<file path="src/rtl/hpsd_pkg.sv">
// Package for the heading PID block with settle detection.
// Field widths, fixed-point constants and register indexes; no dependencies.
`default_nettype none

package hpsd_pkg;

	localparam int ANGLE_W = 15;
	localparam int GAIN_W  = 16;
	localparam int BAND_W  = 14;
	localparam int ERR_W   = 24;
	localparam int SUM_W   = 40;
	localparam int CNT_W   = 16;
	localparam int DRIVE_W = 24;

	localparam int CFG_IDX_W  = 3;
	localparam int CFG_DATA_W = 16;

	localparam int SETTLE_FRAMES = 10;

	// angles in 1/64 degree
	localparam int HALF_TURN = 11520;
	localparam int FULL_TURN = 23040;

	// quotient bits produced by the divider, one per cycle
	localparam int DIV_STEPS = 24;

	typedef logic [CFG_IDX_W-1:0] cfg_idx_t;

	localparam cfg_idx_t CFG_WEIGHT_PREV = 3'd0;
	localparam cfg_idx_t CFG_WEIGHT_CUR  = 3'd1;
	localparam cfg_idx_t CFG_GAIN_P      = 3'd2;
	localparam cfg_idx_t CFG_GAIN_I      = 3'd3;
	localparam cfg_idx_t CFG_GAIN_D      = 3'd4;
	localparam cfg_idx_t CFG_SETTLE_BAND = 3'd5;
	localparam cfg_idx_t CFG_TURN_DIV    = 3'd6;

endpackage

`default_nettype wire

</file>
<file path="src/rtl/heading_pid_with_settle_detect.sv">
// Heading PID controller with filtered error and settle detection.
// Uses hpsd_pkg for widths, constants and register indexes.
//
// Usage: one item per sensor frame on the input channel (in_valid/in_stall) carries
// the measured heading, the target heading and a restart flag; restart clears the
// filter, integral, derivative history and settle counter before the item is used.
// Each item gives exactly one result on the output channel (out_valid/out_stall):
// turn_drive, the negated PID sum over turn_divisor with 8 fraction bits, and the
// settled flag.
// After acceptance, a single 17x25 multiplier and the accumulator work through the filter
// and PID products, then a one-bit-per-cycle divider runs, then the output is loaded.
// in_stall stays high while an item is in work, so no new item is taken until the
// last one is through. The result sits in an output register; the next item is
// accepted while it waits. If the receiver stalls past the end of the next item,
// that item waits in its final state until the register frees.
// Reset clears the state and loads the default registers. Registers are to be written
// over cfg_we/cfg_index/cfg_data only while the block is idle; the block itself does
// not enforce this. Unknown indexes are ignored.
`default_nettype none

module heading_pid_with_settle_detect (
	input  wire logic                             clk,
	input  wire logic                             arst_n,
	input  wire logic                             cfg_we,
	input  wire hpsd_pkg::cfg_idx_t               cfg_index,
	input  wire logic [hpsd_pkg::CFG_DATA_W-1:0]  cfg_data,
	input  wire logic                             in_valid,
	output logic                                  in_stall,
	input  wire logic [hpsd_pkg::ANGLE_W-1:0]     heading_now,
	input  wire logic [hpsd_pkg::ANGLE_W-1:0]     heading_goal,
	input  wire logic                             restart,
	output logic                                  out_valid,
	input  wire logic                             out_stall,
	output logic signed [hpsd_pkg::DRIVE_W-1:0]   turn_drive,
	output logic                                  settled
);
	import hpsd_pkg::*;

	localparam int ACC_W  = 58;
	localparam int MA_W   = 17;
	localparam int MB_W   = 25;
	localparam int PROD_W = MA_W + MB_W;
	localparam int DVD_W  = 60;
	localparam int STEP_W = $clog2(DIV_STEPS);

	localparam logic [3:0] S_IDLE = 4'd0;
	localparam logic [3:0] S_W0   = 4'd1;
	localparam logic [3:0] S_W1   = 4'd2;
	localparam logic [3:0] S_W2   = 4'd3;
	localparam logic [3:0] S_F    = 4'd4;
	localparam logic [3:0] S_SUM  = 4'd5;
	localparam logic [3:0] S_PD   = 4'd6;
	localparam logic [3:0] S_IL   = 4'd7;
	localparam logic [3:0] S_IH   = 4'd8;
	localparam logic [3:0] S_AH   = 4'd9;
	localparam logic [3:0] S_DIV0 = 4'd10;
	localparam logic [3:0] S_DIV  = 4'd11;
	localparam logic [3:0] S_FIN  = 4'd12;

	localparam logic signed [ACC_W-1:0] ROUND_15 = ACC_W'(16384);
	localparam logic signed [ACC_W-1:0] MAX24 = ACC_W'(8388607);
	localparam logic signed [ACC_W-1:0] MIN24 = -ACC_W'(8388608);
	localparam logic signed [SUM_W:0]   MAX40 = {2'b00, {(SUM_W-1){1'b1}}};
	localparam logic signed [SUM_W:0]   MIN40 = {2'b11, {(SUM_W-1){1'b0}}};

	// configuration
	logic [GAIN_W-1:0]        wprev_q, wcur_q, tdiv_q;
	logic signed [GAIN_W-1:0] gp_q, gi_q, gd_q;
	logic [BAND_W-1:0]        band_q;

	// controller state
	logic signed [ERR_W-1:0]  f_q, last_q;
	logic signed [SUM_W-1:0]  sum_q;
	logic [CNT_W-1:0]         cnt_q;

	// work registers
	logic [3:0]               state_q;
	logic signed [ANGLE_W-1:0] raw_q;
	logic signed [PROD_W-1:0] prod_q;
	logic signed [ACC_W-1:0]  acc_q;
	logic signed [ERR_W:0]    diff_q;
	logic [GAIN_W-1:0]        rem_q;
	logic [DIV_STEPS-1:0]     work_q;
	logic [STEP_W-1:0]        step_q;
	logic                     neg_q, ovf_q;

	logic                     out_valid_q, settled_q;
	logic signed [DRIVE_W-1:0] drive_q;

	// combinational
	logic                     accept;
	logic signed [ANGLE_W+1:0] diff_in, raw_in;
	logic signed [MA_W-1:0]   mul_a;
	logic signed [MB_W-1:0]   mul_b;
	logic signed [ACC_W-1:0]  prod_ext, f_shift;
	logic signed [ERR_W-1:0]  f_new;
	logic signed [SUM_W:0]    sum_wide;
	logic signed [SUM_W-1:0]  sum_new;
	logic signed [ERR_W:0]    f_abs;
	logic                     in_band;
	logic [GAIN_W-1:0]        div_eff;
	logic [ACC_W-1:0]         acc_abs;
	logic [DVD_W-1:0]         dvd;
	logic [GAIN_W:0]          trial, trial_sub;
	logic                     q_bit;
	logic                     out_free;
	logic signed [DRIVE_W-1:0] drive_new;

	assign accept   = in_valid && !in_stall;
	assign in_stall = (state_q != S_IDLE);
	assign out_free = !out_valid_q || !out_stall;

	// wrap target minus measured into (-HALF_TURN, HALF_TURN]
	always_comb begin
		diff_in = $signed({2'b00, heading_goal}) - $signed({2'b00, heading_now});
		if (diff_in > (ANGLE_W+2)'(HALF_TURN))
			raw_in = diff_in - (ANGLE_W+2)'(FULL_TURN);
		else if (diff_in <= -(ANGLE_W+2)'(HALF_TURN))
			raw_in = diff_in + (ANGLE_W+2)'(FULL_TURN);
		else
			raw_in = diff_in;
	end

	// operand select for the shared multiplier
	always_comb begin
		mul_a = '0;
		mul_b = '0;
		unique case (state_q)
			S_W0: begin
				mul_a = $signed({1'b0, wprev_q});
				mul_b = MB_W'(f_q);
			end
			S_W1: begin
				mul_a = $signed({1'b0, wcur_q});
				mul_b = MB_W'(raw_q);
			end
			S_SUM: begin
				mul_a = MA_W'(gp_q);
				mul_b = MB_W'(f_q);
			end
			S_PD: begin
				mul_a = MA_W'(gd_q);
				mul_b = diff_q;
			end
			S_IL: begin
				mul_a = MA_W'(gi_q);
				mul_b = $signed({1'b0, sum_q[ERR_W-1:0]});
			end
			S_IH: begin
				// upper part of the integral carries the sign
				mul_a = MA_W'(gi_q);
				mul_b = MB_W'($signed(sum_q[SUM_W-1:ERR_W]));
			end
			default: begin
				mul_a = '0;
				mul_b = '0;
			end
		endcase
	end

	assign prod_ext = ACC_W'(prod_q);

	// filter result, floor shift then saturation
	always_comb begin
		f_shift = acc_q >>> 15;
		if (f_shift > MAX24)
			f_new = ERR_W'(MAX24);
		else if (f_shift < MIN24)
			f_new = ERR_W'(MIN24);
		else
			f_new = f_shift[ERR_W-1:0];
	end

	always_comb begin
		sum_wide = (SUM_W+1)'(sum_q) + (SUM_W+1)'(f_q);
		if (sum_wide > MAX40)
			sum_new = MAX40[SUM_W-1:0];
		else if (sum_wide < MIN40)
			sum_new = MIN40[SUM_W-1:0];
		else
			sum_new = sum_wide[SUM_W-1:0];
	end

	assign f_abs   = f_q[ERR_W-1] ? -(ERR_W+1)'(f_q) : (ERR_W+1)'(f_q);
	assign in_band = f_abs < $signed({{(ERR_W+1-BAND_W){1'b0}}, band_q});

	assign div_eff = (tdiv_q == '0) ? GAIN_W'(1) : tdiv_q;
	assign acc_abs = acc_q[ACC_W-1] ? ACC_W'(-acc_q) : ACC_W'(acc_q);
	assign dvd     = {acc_abs, 2'b00};

	assign trial     = {rem_q, work_q[DIV_STEPS-1]};
	assign trial_sub = trial - {1'b0, div_eff};
	assign q_bit     = (trial >= {1'b0, div_eff});

	// quotient magnitude to signed drive, saturated
	always_comb begin
		if (neg_q) begin
			if (ovf_q || (work_q > DIV_STEPS'(8388608)))
				drive_new = DRIVE_W'(MIN24);
			else
				drive_new = -$signed(work_q);
		end else begin
			if (ovf_q || work_q[DIV_STEPS-1])
				drive_new = DRIVE_W'(MAX24);
			else
				drive_new = $signed(work_q);
		end
	end

	always_ff @(posedge clk or negedge arst_n) begin
		if (!arst_n) begin
			wprev_q <= GAIN_W'(16384);
			wcur_q  <= GAIN_W'(16384);
			gp_q    <= GAIN_W'(256);
			gi_q    <= '0;
			gd_q    <= '0;
			band_q  <= BAND_W'(64);
			tdiv_q  <= GAIN_W'(256);
		end else if (cfg_we) begin
			unique case (cfg_index)
				CFG_WEIGHT_PREV: wprev_q <= cfg_data;
				CFG_WEIGHT_CUR:  wcur_q  <= cfg_data;
				CFG_GAIN_P:      gp_q    <= $signed(cfg_data);
				CFG_GAIN_I:      gi_q    <= $signed(cfg_data);
				CFG_GAIN_D:      gd_q    <= $signed(cfg_data);
				CFG_SETTLE_BAND: band_q  <= cfg_data[BAND_W-1:0];
				CFG_TURN_DIV:    tdiv_q  <= cfg_data;
				default: ;
			endcase
		end
	end

	always_ff @(posedge clk or negedge arst_n) begin
		if (!arst_n) begin
			state_q     <= S_IDLE;
			f_q         <= '0;
			last_q      <= '0;
			sum_q       <= '0;
			cnt_q       <= '0;
			out_valid_q <= 1'b0;
		end else begin
			if (state_q == S_FIN && out_free)
				out_valid_q <= 1'b1;
			else if (out_valid_q && !out_stall)
				out_valid_q <= 1'b0;
			unique case (state_q)
				S_IDLE: begin
					if (accept) begin
						if (restart) begin
							f_q    <= '0;
							last_q <= '0;
							sum_q  <= '0;
							cnt_q  <= '0;
						end
						state_q <= S_W0;
					end
				end
				S_W0:   state_q <= S_W1;
				S_W1:   state_q <= S_W2;
				S_W2:   state_q <= S_F;
				S_F: begin
					f_q     <= f_new;
					state_q <= S_SUM;
				end
				S_SUM: begin
					sum_q <= sum_new;
					if (in_band) begin
						if (cnt_q != '1)
							cnt_q <= cnt_q + 1'b1;
					end else begin
						cnt_q <= '0;
					end
					state_q <= S_PD;
				end
				S_PD: begin
					last_q  <= f_q;
					state_q <= S_IL;
				end
				S_IL:   state_q <= S_IH;
				S_IH:   state_q <= S_AH;
				S_AH:   state_q <= S_DIV0;
				S_DIV0: state_q <= S_DIV;
				S_DIV: begin
					if (step_q == '0)
						state_q <= S_FIN;
				end
				S_FIN: begin
					if (out_free)
						state_q <= S_IDLE;
				end
				default: state_q <= S_IDLE;
			endcase
		end
	end

	// datapath, no reset needed
	always_ff @(posedge clk) begin
		prod_q <= mul_a * mul_b;
		unique case (state_q)
			S_IDLE: begin
				if (accept)
					raw_q <= raw_in[ANGLE_W-1:0];
			end
			S_W1:  acc_q <= prod_ext;
			S_W2:  acc_q <= acc_q + prod_ext + ROUND_15;
			S_SUM: diff_q <= (ERR_W+1)'(f_q) - (ERR_W+1)'(last_q);
			S_PD:  acc_q <= prod_ext;
			S_IL:  acc_q <= acc_q + prod_ext;
			S_IH:  acc_q <= acc_q + prod_ext;
			S_AH:  acc_q <= acc_q + (prod_ext <<< ERR_W);
			S_DIV0: begin
				// result is negative when the PID sum is positive
				neg_q  <= !acc_q[ACC_W-1] && (acc_q != '0);
				ovf_q  <= (dvd[DVD_W-1:DIV_STEPS] >= (DVD_W-DIV_STEPS)'(div_eff));
				rem_q  <= dvd[DIV_STEPS+GAIN_W-1:DIV_STEPS];
				work_q <= dvd[DIV_STEPS-1:0];
				step_q <= STEP_W'(DIV_STEPS-1);
			end
			S_DIV: begin
				rem_q  <= q_bit ? trial_sub[GAIN_W-1:0] : trial[GAIN_W-1:0];
				work_q <= {work_q[DIV_STEPS-2:0], q_bit};
				step_q <= step_q - 1'b1;
			end
			S_FIN: begin
				if (out_free) begin
					drive_q   <= drive_new;
					settled_q <= (cnt_q >= CNT_W'(SETTLE_FRAMES));
				end
			end
			default: ;
		endcase
	end

	assign out_valid  = out_valid_q;
	assign turn_drive = drive_q;
	assign settled    = settled_q;

endmodule

`default_nettype wire

</file>
<file path="config.mk">
export PLATFORM = sky130hd
export DESIGN_NAME = heading_pid_with_settle_detect
export DESIGN_NICKNAME = d
export VERILOG_FILES = /design/src/rtl/hpsd_pkg.sv /design/src/rtl/heading_pid_with_settle_detect.sv
export SDC_FILE = /design/constraint.sdc
export NUM_CORES = 2
export LEC_CHECK = 0
export BUFFER_PORTS_ARGS = -buffer_cell sky130_fd_sc_hd__buf_4
export CORE_MARGIN = 2
export CORE_UTILIZATION = 40
export DETAILED_ROUTE_END_ITERATION = 7
export PLACE_DENSITY = 0.56
export SLEW_MARGIN = 10
export SYNTH_ARGS = -nofsm -noshare
export SYNTH_HDL_FRONTEND = slang
export SYNTH_SLANG_ARGS = --single-unit
</file>
<file path="constraint.sdc">
create_clock -name clk -period 14.3 [get_ports clk]
set_input_delay 3.575 -clock clk [delete_from_list [all_inputs] [get_ports clk]]
set_output_delay 3.575 -clock clk [all_outputs]
set_load 0.01 [all_outputs]
</file>
==> out/metrics.cfg <==
[die]
die_h_um = 345
start_util = 0.402
die_x_um = 345
core_area_mm2 = 0.116
die_area_mm2 = 0.119
num_rows = 125
io_pins = 82

[synthesis]
yosysTopAreaCellShare = 0.181
synth-seq-cells = 431
synth_top_area_cell = fa_1
syn_area_per_cell_um2 = 8.77
ys.flop_type = dfrtp_1
yosysSeqAreaShare = 0.245
syn-num-nets = 6112
yosysWarnings = 0
synth_edf_count = 170
synth_area_leaders = fa_1, dfrtp_1, edfxtp_1, ha_1, inv_1
synthArstFlopShare = 0.508
syn-cell-area_mm2 = 0.0466
synthCells = 5311
synth.distinct_cells = 87

[route]
ant_nets = 0
vias = 39400
drc = 0
wire_per_inst_um = 22.6
first_iter_violations = 3213
drt-total-wl_um = 155000
via_per_inst = 5.74
dr.pass1.iters = 6

[sta]
drv_slew = 0
finalHoldViolCount = 0
finClkSkew_ps = 52.3
period_needed_ps = 9810
setup_ws_ps = 4490
fin_setup_tns_ps = 0
max_slew_margin = 0.221
tightest_slew_ps = 1160
setup_viol = 0
max_clock_freq_mhz = 102
rsz0062_at_grt = false
fin_crit_sh = 0.686

[grt]
overflow = 0
grt_pass1_wl_um = 238000
gr-usage-met2 = 0.420
grt_pass1_vias = 39300
track_usage = 0.258
grt_max_degree = 124
use_met3 = 0.0415
antenna_found_initial = 2
busiest_layer = met2
grtUsageMet1 = 0.338

[clocking]
cts_setup_buffers = 0
cts_buffer_depth = 3
cts.sinks = 431
cts_resized = 0
cts_buffers = 53
tritoncts = yes
cts_hold_buf = 0
clkTransAtPathRegs_ps = 70
clkLatencyLatePin_ps = 680
cts-root-buf = clkbuf_16
htree_levels = 2

[finish]
fillers = 11400
regArea_mm2 = 0.0114
area_delta_synth_final_pct = 9.07
final_common_cell = inv_1
drive_gt1_frac = 0.0853
multi_input_area_mm2 = 0.0321
layout_common_cells = inv_1, nand2_1, nor2_1
nNetsFinal = 6093

[setup_path]
required_ps = 14890
worst-path-buf-inv = 4
slowest_delay_ps = 600
crit_path_top_delay_cell = dfrtp_1
arrival_ps = 10390
crit_path_start_kind = flip-flop
path_delay_family = adder cells
critical_path_class = flip-flop to flip-flop
crit_top_cell = fa_1
cp_max_fo = 39
crit_path_end_kind = flip-flop

[job]
maxCapViolations = 0

[placed_design]
port_buffers = 81
dp_hpwl_um = 122000
dpl_worst_slack_ps = 4720
place.gp.congestion = 0.967

[worst_hold_path]
hp-class = flip-flop to flip-flop

[outcome]
status = complete, no violations

flip-flops by register name (all words and copies together) (netlist names), 16 cells and up:
| register | count |
|---|---|
| rem_q | 16 |
| tdiv_q | 16 |
| gi_q | 16 |
| diff_q | 25 |
| work_q | 24 |
| prod_q | 42 |
| gp_q | 16 |
| wcur_q | 16 |
| cnt_q | 16 |
| gd_q | 16 |
| acc_q | 58 |
| sum_q | 40 |
| f_q | 24 |
| last_q | 24 |
| wprev_q | 16 |
| turn_drive | 24 |
worst paths after layout:
check,startpoint,end,slack (ps),depth (start not counted)
worst max-delay path,state_q[3]$_DFFE_PN0P_,prod_q[41]$_DFF_P_,4490,28
worst min-delay path,gi_q[12]$_DFFE_PN0P_,gi_q[12]$_DFFE_PN0P_,510,1
worst max register to register,state_q[3]$_DFFE_PN0P_,prod_q[41]$_DFF_P_,4490,28
worst min register to register,gi_q[12]$_DFFE_PN0P_,gi_q[12]$_DFFE_PN0P_,510,1
max in group asynchronous,arst_n,tdiv_q[13]$_DFFE_PN0P_,10140,2
min in group asynchronous,arst_n,last_q[10]$_DFFE_PN0P_,2950,1
cell families (layout without fill, tap and decap cells):
group | count (synthesis) | after routing | share of synthesized area
other cells | 0 | 2 | 0
buf+inv | 842 | 868 | 0.0680
fa+ha+maj | 760 | 760 | 0.271
xor+xnor | 250 | 250 | 0.0470
compound gates | 1207 | 1207 | 0.168
simple gates | 1683 | 1683 | 0.168
flops | 431 | 431 | 0.245
mux | 138 | 138 | 0.0328
cells in the mapped netlist, types with 12 or more instances:
master    count
or3_1        37
a21o_1       93
nand3_1      89
a21oi_1     302
nand2_1     605
and4_1       34
o211ai_1     20
nand4_1      72
nor2_1      476
ha_1        324
a211o_1      12
inv_1       617
and2_1       23
or2_2        34
clkbuf_1    207
xor2_1       97
a221oi_1     17
o31ai_1      60
or4_1        13
o21bai_1     29
edfxtp_1    170
xnor2_1     153
dfrtp_1     214
maj3_1       14
a31oi_1      38
o41ai_1      17
nor3_1       85
o21a_1       49
a211oi_1     31
o31a_1       13
nor2b_1      35
o311ai_0     25
a22oi_1      59
mux2_2      118
and3_1       42
nand2b_1     68
mux2i_1      20
nor4_1       31
buf_1        14
fa_1        422
dfxtp_1      42
o21ai_0     304
layout make-up:
class | count | area share
multi-input cells | 4038 | 0.632
flip-flops and latches | 431 | 0.225
inverters | 618 | 0.0457
well taps | 1524 | 0.0375
clock buffers | 58 | 0.0269
repair buffers | 150 | 0.0226
clock inverters | 42 | 0.0103
diodes | 2 | 0.0000985
per-layer routing:
layer	wire length (um)	vias to the layer above
met5	0	-
met4	7860	0
met3	10300	294
met2	71100	1309
met1	65600	19500
li1	-	18300
stage by stage:
stage,util,instance area [um^2],std cells,hold slack (ps)
4_1_cts,0.438,50800,6861,509
3_3_place_gp,0.422,48900,6761,488
2_1_floorplan,-,46600,5311,465
5_1_grt,0.438,50800,6861,517
3_5_place_dp,0.422,48900,6761,495
6_report,0.438,50800,6863,507
Power is left out: the tool's default activity adds up to more than one toggle a clock period on the data nets, which glitch-free logic cannot reach.
